**src/hw/rtl/char_lcd_nibble_bus_writer_assert.svh**
```systemverilog
// assertion macros used by clnbw_back
`ifndef CHAR_LCD_NIBBLE_BUS_WRITER_ASSERT_SVH
`define CHAR_LCD_NIBBLE_BUS_WRITER_ASSERT_SVH

// same-cycle implication, sampled on clk, quiet in reset
`define CLNBW_ASSERT_NOW(lbl, ante, cons, msg) \
	lbl: assert property (@(posedge clk) disable iff (!arst_n) (ante) |-> (cons)) \
		else $error(msg);

// next-cycle implication, sampled on clk, quiet in reset
`define CLNBW_ASSERT_NEXT(lbl, ante, cons, msg) \
	lbl: assert property (@(posedge clk) disable iff (!arst_n) (ante) |=> (cons)) \
		else $error(msg);

`endif

```
**src/hw/rtl/clnbw_pkg.sv**
```systemverilog
package clnbw_pkg;

	localparam int QUEUE_DEPTH = 2;

	localparam logic [2:0] OP_NUM_AT   = 3'd0;
	localparam logic [2:0] OP_CHAR_AT  = 3'd1;
	localparam logic [2:0] OP_CHAR_CUR = 3'd2;
	localparam logic [2:0] OP_CMD      = 3'd3;
	localparam logic [2:0] OP_INIT     = 3'd4;

	localparam logic [1:0] WAIT_NONE  = 2'd0;
	localparam logic [1:0] WAIT_150US = 2'd1;
	localparam logic [1:0] WAIT_5MS   = 2'd2;
	localparam logic [1:0] WAIT_48MS  = 2'd3;

	localparam logic [7:0] POS_ROW0   = 8'h80;
	localparam logic [7:0] POS_ROW1   = 8'hC0;
	localparam logic [7:0] CHR_SPACE  = 8'h20;
	localparam logic [7:0] CHR_ZERO   = 8'h30;
	localparam logic [3:0] NIB_WAKE   = 4'h3;
	localparam logic [3:0] NIB_4BIT   = 4'h2;
	localparam logic [7:0] CMD_FUNC   = 8'h28;
	localparam logic [7:0] CMD_DISP   = 8'h0F;
	localparam logic [7:0] CMD_CLEAR  = 8'h01;
	localparam logic [7:0] CMD_ENTRY  = 8'h06;
	localparam logic [7:0] CMD_HOME   = 8'h02;

	localparam logic [3:0] LAST_STEP_NUM  = 4'd11;
	localparam logic [3:0] LAST_STEP_AT   = 4'd3;
	localparam logic [3:0] LAST_STEP_BYTE = 4'd1;

	typedef enum logic [2:0] {
		K_NUM,
		K_CHAR_AT,
		K_CHAR_CUR,
		K_CMD,
		K_INIT
	} kind_t;

	typedef struct packed {
		logic [2:0]  op;
		logic [15:0] number;
		logic [7:0]  byte_value;
		logic        row;
		logic [5:0]  col;
	} cmd_t;

	typedef struct packed {
		logic [3:0] nibble;
		logic       rs;
		logic [1:0] wait_before;
		logic       last;
	} xfer_t;

	typedef struct packed {
		kind_t       kind;
		logic [7:0]  pos;
		logic [7:0]  byte_value;
		logic [15:0] number;
	} req_t;

	typedef struct packed {
		logic push;
		req_t entry;
	} q_wr_t;

	function automatic logic [13:0] digit_weight(input logic [2:0] idx);
		logic [13:0] w;
		case (idx)
			3'd0: w = 14'd10000;
			3'd1: w = 14'd1000;
			3'd2: w = 14'd100;
			3'd3: w = 14'd10;
			default: w = 14'd1;
		endcase
		return w;
	endfunction

	function automatic xfer_t init_xfer(input logic [3:0] s);
		xfer_t x;
		logic [7:0] b;
		case (s[3:1])
			3'd2: b = CMD_FUNC;
			3'd3: b = CMD_DISP;
			3'd4: b = CMD_CLEAR;
			3'd5: b = CMD_ENTRY;
			3'd6: b = CMD_HOME;
			default: b = CMD_CLEAR;
		endcase
		x.rs = 1'b0;
		x.last = (s == 4'd15);
		x.nibble = s[0] ? b[3:0] : b[7:4];
		x.wait_before = WAIT_NONE;
		case (s)
			4'd0: begin
				x.nibble = NIB_WAKE;
				x.wait_before = WAIT_48MS;
			end
			4'd1: begin
				x.nibble = NIB_WAKE;
				x.wait_before = WAIT_5MS;
			end
			4'd2: begin
				x.nibble = NIB_WAKE;
				x.wait_before = WAIT_150US;
			end
			4'd3: begin
				x.nibble = NIB_4BIT;
			end
			default: begin
			end
		endcase
		return x;
	endfunction

endpackage

```
**src/hw/rtl/char_lcd_nibble_bus_writer.sv**
```systemverilog
// channel | port set                        | word
// in      | cmd_valid / cmd_stall / cmd      | cmd_t: op, number, byte_value, row, col
// out     | xfer_valid / xfer_stall / xfer   | xfer_t: nibble, rs, wait_before, last
//
// one nibble word leaves per cycle while the output is not stalled
// a request sends 2, 4, 12 or 16 nibble words (char/command, char at position, number, init)
// the back sequencer starts the next queued request in the cycle of the last word
// arst_n clears queue and sequencer; cmd_stall is high while the queue is full
// number digits come from the remainder register, one per character
module char_lcd_nibble_bus_writer #(
	parameter int QDEPTH = clnbw_pkg::QUEUE_DEPTH
) (
	input  logic              clk,
	input  logic              arst_n,
	input  logic              cmd_valid,
	output logic              cmd_stall,
	input  clnbw_pkg::cmd_t   cmd,
	output logic              xfer_valid,
	input  logic              xfer_stall,
	output clnbw_pkg::xfer_t  xfer
);
	import clnbw_pkg::*;

	q_wr_t q_wr;
	logic  q_full;
	logic  head_valid;
	req_t  head;
	logic  pop;

	clnbw_front u_front (
		.cmd_valid (cmd_valid),
		.cmd_stall (cmd_stall),
		.cmd       (cmd),
		.q_full    (q_full),
		.q_wr      (q_wr)
	);

	clnbw_queue #(
		.DEPTH (QDEPTH)
	) u_queue (
		.clk        (clk),
		.arst_n     (arst_n),
		.q_wr       (q_wr),
		.full       (q_full),
		.head_valid (head_valid),
		.head       (head),
		.pop        (pop)
	);

	clnbw_back u_back (
		.clk        (clk),
		.arst_n     (arst_n),
		.head_valid (head_valid),
		.head       (head),
		.pop        (pop),
		.xfer_valid (xfer_valid),
		.xfer_stall (xfer_stall),
		.xfer       (xfer)
	);

endmodule

```
**src/hw/rtl/clnbw_front.sv**
```systemverilog
module clnbw_front (
	input  logic              cmd_valid,
	output logic              cmd_stall,
	input  clnbw_pkg::cmd_t   cmd,
	input  logic              q_full,
	output clnbw_pkg::q_wr_t  q_wr
);
	import clnbw_pkg::*;

	logic known;

	always_comb begin
		known = 1'b1;
		q_wr.entry.kind = K_CMD;
		case (cmd.op)
			OP_NUM_AT:   q_wr.entry.kind = K_NUM;
			OP_CHAR_AT:  q_wr.entry.kind = K_CHAR_AT;
			OP_CHAR_CUR: q_wr.entry.kind = K_CHAR_CUR;
			OP_CMD:      q_wr.entry.kind = K_CMD;
			OP_INIT:     q_wr.entry.kind = K_INIT;
			default:     known = 1'b0;
		endcase
		q_wr.entry.pos = (cmd.row ? POS_ROW1 : POS_ROW0) | {2'b00, cmd.col};
		q_wr.entry.byte_value = cmd.byte_value;
		q_wr.entry.number = cmd.number;
		// unknown ops are taken and dropped
		q_wr.push = cmd_valid && !q_full && known;
	end

	assign cmd_stall = q_full;

endmodule

```
**src/hw/rtl/clnbw_queue.sv**
```systemverilog
module clnbw_queue #(
	parameter int DEPTH = clnbw_pkg::QUEUE_DEPTH
) (
	input  logic              clk,
	input  logic              arst_n,
	input  clnbw_pkg::q_wr_t  q_wr,
	output logic              full,
	output logic              head_valid,
	output clnbw_pkg::req_t   head,
	input  logic              pop
);
	import clnbw_pkg::*;

	localparam int PW = (DEPTH > 1) ? $clog2(DEPTH) : 1;
	localparam int CW = $clog2(DEPTH + 1);

	req_t          mem_q [DEPTH];
	logic [PW-1:0] wr_ptr_q;
	logic [PW-1:0] rd_ptr_q;
	logic [CW-1:0] count_q;
	logic          do_push;
	logic          do_pop;

	assign full       = (count_q == CW'(DEPTH));
	assign head_valid = (count_q != '0);
	assign head       = mem_q[rd_ptr_q];
	assign do_push    = q_wr.push && !full;
	assign do_pop     = pop && head_valid;

	always_ff @(posedge clk or negedge arst_n) begin
		if (!arst_n) begin
			wr_ptr_q <= '0;
			rd_ptr_q <= '0;
			count_q  <= '0;
		end else begin
			if (do_push) begin
				wr_ptr_q <= (wr_ptr_q == PW'(DEPTH - 1)) ? '0 : wr_ptr_q + 1'b1;
			end
			if (do_pop) begin
				rd_ptr_q <= (rd_ptr_q == PW'(DEPTH - 1)) ? '0 : rd_ptr_q + 1'b1;
			end
			if (do_push && !do_pop) begin
				count_q <= count_q + 1'b1;
			end else if (do_pop && !do_push) begin
				count_q <= count_q - 1'b1;
			end
		end
	end

	always_ff @(posedge clk) begin
		if (do_push) begin
			mem_q[wr_ptr_q] <= q_wr.entry;
		end
	end

endmodule

```
**src/hw/rtl/clnbw_back.sv**
```systemverilog
module clnbw_back (
	input  logic              clk,
	input  logic              arst_n,
	input  logic              head_valid,
	input  clnbw_pkg::req_t   head,
	output logic              pop,
	output logic              xfer_valid,
	input  logic              xfer_stall,
	output clnbw_pkg::xfer_t  xfer
);
	import clnbw_pkg::*;
	`include "char_lcd_nibble_bus_writer_assert.svh"

	req_t        cur_q;
	logic        busy_q;
	logic [3:0]  step_q;
	logic [15:0] rem_q;
	logic        seen_q;
	logic [3:0]  lo_q;
	logic        xfer_valid_q;
	xfer_t       xfer_q;

	xfer_t       gen;
	logic        advance;
	logic        load;
	logic        digit_hi;
	logic [3:0]  step_off;
	logic [13:0] wgt;
	logic [3:0]  dig;
	logic        blank;
	logic [16:0] sub;

	// one decimal digit of the remainder per character
	always_comb begin
		step_off = step_q - 4'd2;
		wgt = digit_weight(step_off[3:1]);
		dig = 4'd0;
		for (int m = 1; m <= 9; m++) begin
			if ({1'b0, rem_q} >= 17'(m) * {3'b000, wgt}) begin
				dig = 4'(m);
			end
		end
		sub = {13'd0, dig} * {3'b000, wgt};
		blank = (step_off[3:1] != 3'd4) && (dig == 4'd0) && !seen_q;
		digit_hi = (cur_q.kind == K_NUM) && (step_q >= 4'd2) && !step_q[0];
	end

	always_comb begin
		gen.nibble = 4'd0;
		gen.rs = 1'b0;
		gen.wait_before = WAIT_NONE;
		gen.last = 1'b0;
		case (cur_q.kind)
			K_CMD, K_CHAR_CUR: begin
				gen.nibble = step_q[0] ? cur_q.byte_value[3:0] : cur_q.byte_value[7:4];
				gen.rs = (cur_q.kind == K_CHAR_CUR);
				gen.last = (step_q == LAST_STEP_BYTE);
			end
			K_CHAR_AT: begin
				if (step_q[1]) begin
					gen.nibble = step_q[0] ? cur_q.byte_value[3:0] : cur_q.byte_value[7:4];
					gen.rs = 1'b1;
				end else begin
					gen.nibble = step_q[0] ? cur_q.pos[3:0] : cur_q.pos[7:4];
				end
				gen.last = (step_q == LAST_STEP_AT);
			end
			K_NUM: begin
				if (step_q < 4'd2) begin
					gen.nibble = step_q[0] ? cur_q.pos[3:0] : cur_q.pos[7:4];
				end else if (!step_q[0]) begin
					gen.nibble = blank ? CHR_SPACE[7:4] : CHR_ZERO[7:4];
					gen.rs = 1'b1;
				end else begin
					gen.nibble = lo_q;
					gen.rs = 1'b1;
				end
				gen.last = (step_q == LAST_STEP_NUM);
			end
			K_INIT: begin
				gen = init_xfer(step_q);
			end
			default: begin
			end
		endcase
	end

	assign advance = busy_q && (!xfer_valid_q || !xfer_stall);
	assign load    = head_valid && (!busy_q || (advance && gen.last));
	assign pop     = load;

	always_ff @(posedge clk or negedge arst_n) begin
		if (!arst_n) begin
			busy_q       <= 1'b0;
			step_q       <= 4'd0;
			seen_q       <= 1'b0;
			xfer_valid_q <= 1'b0;
		end else begin
			if (advance) begin
				xfer_valid_q <= 1'b1;
			end else if (!xfer_stall) begin
				xfer_valid_q <= 1'b0;
			end
			if (load) begin
				busy_q <= 1'b1;
				step_q <= 4'd0;
				seen_q <= 1'b0;
			end else if (advance) begin
				if (gen.last) begin
					busy_q <= 1'b0;
				end else begin
					step_q <= step_q + 4'd1;
				end
				if (digit_hi && !blank) begin
					seen_q <= 1'b1;
				end
			end
		end
	end

	always_ff @(posedge clk) begin
		if (advance) begin
			xfer_q <= gen;
		end
		if (load) begin
			cur_q <= head;
			rem_q <= head.number;
		end else if (advance && digit_hi) begin
			rem_q <= rem_q - sub[15:0];
			lo_q  <= blank ? CHR_SPACE[3:0] : CHR_ZERO[3:0] + dig;
		end
	end

	assign xfer_valid = xfer_valid_q;
	assign xfer       = xfer_q;

	`CLNBW_ASSERT_NOW(a_byte_steps, busy_q && (cur_q.kind == K_CMD || cur_q.kind == K_CHAR_CUR), step_q <= LAST_STEP_BYTE, "byte op ran past its second nibble")
	`CLNBW_ASSERT_NOW(a_num_steps, busy_q && cur_q.kind == K_NUM, step_q <= LAST_STEP_NUM, "number op ran past its last nibble")
	`CLNBW_ASSERT_NEXT(a_step_hold, busy_q && !advance, $stable(step_q), "step moved while output blocked")
	`CLNBW_ASSERT_NEXT(a_idle_drain, xfer_valid_q && !xfer_stall && !busy_q, !xfer_valid_q, "word shown with no request in progress")

endmodule
```
**config.mk**
```make
export PLATFORM = sky130hd
export DESIGN_NAME = char_lcd_nibble_bus_writer
export DESIGN_NICKNAME = d
export VERILOG_FILES = /design/src/hw/rtl/clnbw_pkg.sv /design/src/hw/rtl/char_lcd_nibble_bus_writer.sv /design/src/hw/rtl/clnbw_front.sv /design/src/hw/rtl/clnbw_queue.sv /design/src/hw/rtl/clnbw_back.sv
export VERILOG_INCLUDE_DIRS = /design/src /design/src/hw/rtl
export SDC_FILE = /design/constraint.sdc
export NUM_CORES = 1
export LEC_CHECK = 0
export ABC_CLOCK_PERIOD_IN_PS = 13300
export BUFFER_PORTS_ARGS = -buffer_cell sky130_fd_sc_hd__buf_4
export CAP_MARGIN = 20
export CELL_PAD_IN_SITES_DETAIL_PLACEMENT = 0
export CELL_PAD_IN_SITES_GLOBAL_PLACEMENT = 1
export CORE_MARGIN = 10
export CORE_UTILIZATION = 50
export DETAILED_ROUTE_END_ITERATION = 12
export PLACE_DENSITY = 0.81
export SYNTH_ARGS = -nofsm -noshare
export SYNTH_HDL_FRONTEND = slang
export SYNTH_SLANG_ARGS = --single-unit
```
**constraint.sdc**
```tcl
create_clock -name clk -period 13.3 [get_ports clk]
set_clock_uncertainty 0.05 [all_clocks]
set_input_delay 0.665 -clock clk [delete_from_list [all_inputs] [get_ports clk]]
set_output_delay 0.665 -clock clk [all_outputs]
set_load 0.05 [all_outputs]
```
## Yosys cells after proc, flatten, opt, wreduce, memory -nomap -nowiden

Memories as Yosys holds them, arrays and structs flattened.
Index checks and enable logic that the tools add are counted.

| storage, ports and cells | value |
|---|---|
| flip-flop bits (word level) | 58 |
| bits in latches | 0 |
| bits in writable memories | 70 |
| memory bits (read-only) | 0 |
| input bits | 38 |
| output and inout bits | 10 |
| memories kept | 1 |

Memory list:

| name | depth | width | read ports | clocked after Yosys merged registers in | wr ports | RTL line | source |
|---|---|---|---|---|---|---|---|
| u_queue.mem_q | 2 | 35 | 1 | 0 | 1 | clnbw_queue.sv:17 | `req_t mem_q [DEPTH];` |

| operators by class | value |
|---|---|
| add/sub/neg operators | 7 |
| multipliers | 6 |
| div/mod/pow operators | 0 |
| magnitude comparators | 11 |
| equal/unequal tests | 24 |
| shift operators | 0 |
| multiplexer cells | 46 |
| bitwise logic cells | 2 |
| reduce and logical (&&, ||, !) cells | 44 |

Operators with widths:

| cell | number |
|---|---|
| $ge 16x17->1 | 5 |
| $pmux 14 s4 | 1 |
| $mux 4 | 10 |
| $mul 3x14->17 const A | 2 |
| $ge 16x16->1 | 2 |
| $mul 2x14->16 const A | 2 |
| $mux 16 | 2 |
| $eq 3x2->1 const B | 8 |
| $pmux 6 s4 | 1 |
| $pmux 5 s4 | 1 |
| $mul 4x14->17 const A | 1 |
| $mux 1 | 17 |
| $ge 16x14->1 | 1 |
| $ge 16x15->1 | 1 |
| $mul 4x14->16 | 1 |
| $sub 16x16->16 | 1 |
| $logic_and 1x1->1 | 15 |
| $eq 3x3->1 const B | 4 |
| $mux 3 | 4 |
| $pmux 3 s4 | 1 |
| $reduce_bool 2->1 | 6 |
| $eq 3x1->1 const B | 3 |
| $logic_not 1->1 | 9 |
| $logic_not 3->1 | 3 |
| other kinds (28) | 39 |

## Longest topological paths before layout

| depth | value |
|---|---|
| depth after elaboration | 21 |
| gate-level depth with buffers | 45 |

## Cells and area by module

A second synthesis with hierarchy kept.

| second synthesis, totals | value |
|---|---|
| cell total of the unflattened synthesis | 1091 |
| area, all modules | 11325.9 µm² |

By module, submodules not included:

| module | times used | cells an instance | area each (µm²) |
|---|---|---|---|
| clnbw_back | 1 | 924 | 8159.1 |
| clnbw_queue | 1 | 128 | 2876.5 |
| clnbw_front | 1 | 39 | 290.3 |

## Worst setup path before layout

OpenSTA, ideal clock, no wires.

| timing | value |
|---|---|
| kind | flip-flop to flip-flop |
| start point | reg u_back.step_q[3] |
| end point | reg u_back.rem_q[15], data pin |
| library setup time | 0.272 ns |
| data arrival time | 9.106 ns |
| data required time | 12.978 ns |
| setup slack | 3.872 ns |
| stages on the path, launching flop included | 43 |
| period minus slack after synthesis | 9.428 ns |
| path through | dfrtp_1 buf_6 nand2b_1 clkbuf_1 inv_2 nand2_1 inv_1 o21ai_1 inv_1 ha_1 ha_1 a21oi_1 o21ai_0 a21oi_1 o21bai_1 a21oi_1 nor2b_1 o211ai_1 [... 7 more ...] a21o_1 buf_2 or2_1 fa_1 fa_1 inv_1 fa_1 inv_1 ha_1 a21o_1 and4_1 o31a_1 o21a_1 o21ai_1 a21oi_1 a31oi_1 xnor2_1 a21oi_1 |

| on the way | value |
|---|---|
| word-level cells in the longest chain between the ends | 17 |
| elaborated cells between the ends (all ways) | 41 |
| classes of those cells | add/sub: 2; mul: 6; order compare: 9; eq/ne: 7; mux: 13; reduce/logical: 4 |

Ends and longest elaborated chain:

| element | RTL line | source |
|---|---|---|
| start: declaration | clnbw_back.sv:16 | `logic [3:0] step_q;` |
| start signal: assignment | clnbw_back.sv:112 | `step_q <= step_q + 4'd1;` |
| branches (longest 16 deep; another with $mul 2x14->16) | n/a |  |
| $mux 16 * | clnbw_back.sv:125 | `if (load) begin` |
| end signal: assignment | clnbw_back.sv:127 | `rem_q <= head.number;` |
| end signal: assignment | clnbw_back.sv:129 | `rem_q <= rem_q - sub[15:0];` |
| end: declaration | clnbw_back.sv:17 | `logic [15:0] rem_q;` |

Mark *: on every way between the ends. The select of a mux whose other input is x is not followed.
A chain may end at the register's enable or synchronous reset.

## Worst setup path after layout

Ends and elaborated chain as after synthesis.

==> run_results.csv <==
group,metric,value,unit
floorplan,core,21020,sq um
timing,period_share,85.28,%
floorplan,initial_core_util,50.91,%
detailed_routing,drt_iter0_markers,402,
run_status,status,"finished, final reports clean",
critical_path,end_kind,"register",
detailed_routing,num_vias,7813,
layout,final_cell_mix,"ha_1 (163), inv_1 (125), edfxtp_1 (114)",
timing,min_period,11.34,ns
critical_path,r2r-end,"u_back.rem_q[15]",
logic_synthesis,netlist_instances,1052,
floorplan,rows,53,
critical_path,crit_start,"u_back.step_q[3]",
critical_path,regToRegSetupSlack,1.96,ns
layout,drive_gt1_share,11.54,%
critical_path,r2r-start,"u_back.step_q[3]",
detailed_routing,routed_via_density,5.609,
place,numPortBuffers,47,
timing,tightest_slew,1.047,ns
clock_tree,htreeDepth,4,
layout,nNetsFinal,1345,
detailed_routing,wl,25.41,mm
logic_synthesis,ys_ff_latch,125,
timing,fin_setup_tns,0,ns
grt,grt_pass1_wl,41.36,mm
timing,final-setup-viol-count,0,
clock_tree,cts_made_buffers,17,
floorplan,die_area,27650,sq um
hold_path,min_path_type,"in -> async",
place,place_congestion,0.8926,
detailed_routing,drt_first_pass_iters,5,
clock_tree,clkSinkCount,125,
place,hpwl,19.89,mm
critical_path,slowest_delay,0.90,ns
clock_tree,cts_tree,"yes",
clock_tree,clockBufferDepth,2,
run,cap_violations,0,
critical_path,r2r_cells,40,
clock_tree,cts_setup_buffers,0,
logic_synthesis,synth-seq-area-share,34.56,%
logic_synthesis,yosys_warnings,0,
critical_path,path_max_fanout,16,
floorplan,die_h,166.3,um
logic_synthesis,avgSynthCellArea,10.17,sq um
grt,grt_remaining_overflow,0,
critical_path,crit_arrival,11.45,ns
logic_synthesis,synth_edf_count,114,
floorplan,fp.dieW,166.3,um
logic_synthesis,synth_cell_type_count,75,
critical_path,crit_path_top_delay_cell,"o21ai_1",
logic_synthesis,synthArstFlopShare,8.800,%
timing,relSlewSlack,29.74,%
clock_tree,holdBufCountCts,0,
timing,fmax,88.17,MHz
layout,layout_commonest_cell,"ha_1",
detailed_routing,drc,0,
timing,hold_violations,0,
critical_path,cp-endpoint,"u_back.rem_q[15]",
floorplan,io_pins,48,
critical_path,cp-start-kind,"register",
detailed_routing,antenna_left,0,
clock_tree,clk_pin_slew_worst_paths,0.06,ns
critical_path,cp.required,13.40,ns
layout,area_growth,12.02,%
critical_path,worstSetupPathType,"reg -> reg",
logic_synthesis,synth_ff_type,"edfxtp_1",
detailed_routing,wire_per_inst,18.24,um
grt,antenna_found_initial,0,
grt,grt_pass1_vias,7931,
clock_tree,cts_resized,0,
timing,rsz0062_at_grt,"false",
clock_tree,clk_latency,0.42,ns
layout,num_antenna_cells,0,
timing,drv_slew,0,
grt,grt_use_total,18.24,%
grt,grt_max_degree,41,
logic_synthesis,synth_area,10700,sq um
clock_tree,cts-root-buf,"clkbuf_16",
-- metal layers --
metal	track usage [%]	wire length, um	vias to the layer above
li1	-	-	3893
met1	24.34	12090	3727
met2	29.93	11920	160
met3	2.224	745	33
met4	6.262	648	0
met5	0	0	-
-- sequential cells by signal (all words and copies together), names as in the netlist --
name               count
u_back.seen_q          1
u_back.busy_q          1
u_queue.mem_q         68
u_queue.wr_ptr_q       1
u_back.lo_q            4
u_back.rem_q          16
u_queue.rd_ptr_q       1
u_back.xfer            8
u_queue.count_q        2
u_back.cur_q          18
u_back.xfer_valid      1
u_back.step_q          4
-- Yosys cell counts, types with 16 or more instances --
master | instances | area share, %
a21o_1 | 27 | 1.9
a21oi_1 | 78 | 3.6
clkbuf_1 | 16 | 0.56
edfxtp_1 | 114 | 32
fa_1 | 39 | 7.3
ha_1 | 163 | 19
inv_1 | 125 | 4.4
mux2_2 | 20 | 2.1
nand2_1 | 63 | 2.2
nand3_1 | 22 | 1.0
nand4_1 | 17 | 0.99
nor2_1 | 63 | 2.2
nor3_1 | 16 | 0.75
o21ai_0 | 31 | 1.4
o21ai_1 | 18 | 0.84
xnor2_1 | 32 | 2.6
xor2_1 | 17 | 1.4
-- kinds of logic after synthesis --
| group | Yosys count | synth area share (%) |
|---|---|---|
| compound gates | 239 | 14.51 |
| other cells | 2 | 0.07018 |
| xor+xnor | 49 | 4.010 |
| mux | 34 | 3.414 |
| simple gates | 248 | 11.61 |
| flops | 125 | 34.56 |
| fa+ha+maj | 202 | 26.35 |
| buf+inv | 153 | 5.472 |
-- final cells by class --
type	count	area, sq um
clock buffer	18	429.2
clock inverter	14	202.7
fill	1840	9034
inverter	133	499.2
multi-input combinational	777	6431
sequential	125	3699
tap	275	344.1
timing repair buffer	51	382.9
-- how the worst min path moves through the flow --
stage | from | end | slack [ns] | cells past startpoint
2_1_floorplan | arst_n | u_back.busy_q | 0.32 | 0
3_5_place_dp | u_back.busy_q | u_back.xfer_valid | 0.43 | 1
4_1_cts | arst_n | u_back.step_q[1] | 0.03 | 1
5_1_grt | arst_n | u_queue.wr_ptr_q | 0.04 | 1
6_report | arst_n | u_queue.wr_ptr_q | 0.03 | 1
3_3_place_gp | u_queue.count_q[1] | u_queue.count_q[1] | 0.43 | 1
-- critical path: cells and delay by family (launching register included) --
kind	cells	cell delay (ns)
AOI/OAI and AO/OA	20	4.62
DFF	1	0.64
xor gates and xnor gates	1	0.14
adders and majority gates	7	2.63
buffers and inverters	6	1.18
and+or+nand+nor	6	1.77
-- through the flow --
| step | hold slack (ns) | cell area, sq um | setup WS (ns) | util, % | instances |
|---|---|---|---|---|---|
| after global placement | 0.4268 | 11360 | 2.406 | 54.02 | 1361 |
| after floorplan | 0.3194 | 10710 | 3.872 | - | 1055 |
| after CTS | 0.02876 | 11990 | 2.061 | 57.03 | 1393 |
| final | 0.03337 | 11990 | 1.958 | 57.03 | 1393 |
| after global routing | 0.03593 | 11990 | 1.101 | 57.03 | 1393 |
| after detailed placement | 0.4316 | 11360 | 2.016 | 54.02 | 1361 |
Power is not shown: default switching activity piles up to over one toggle a cycle in this logic, so the estimate is an artifact.
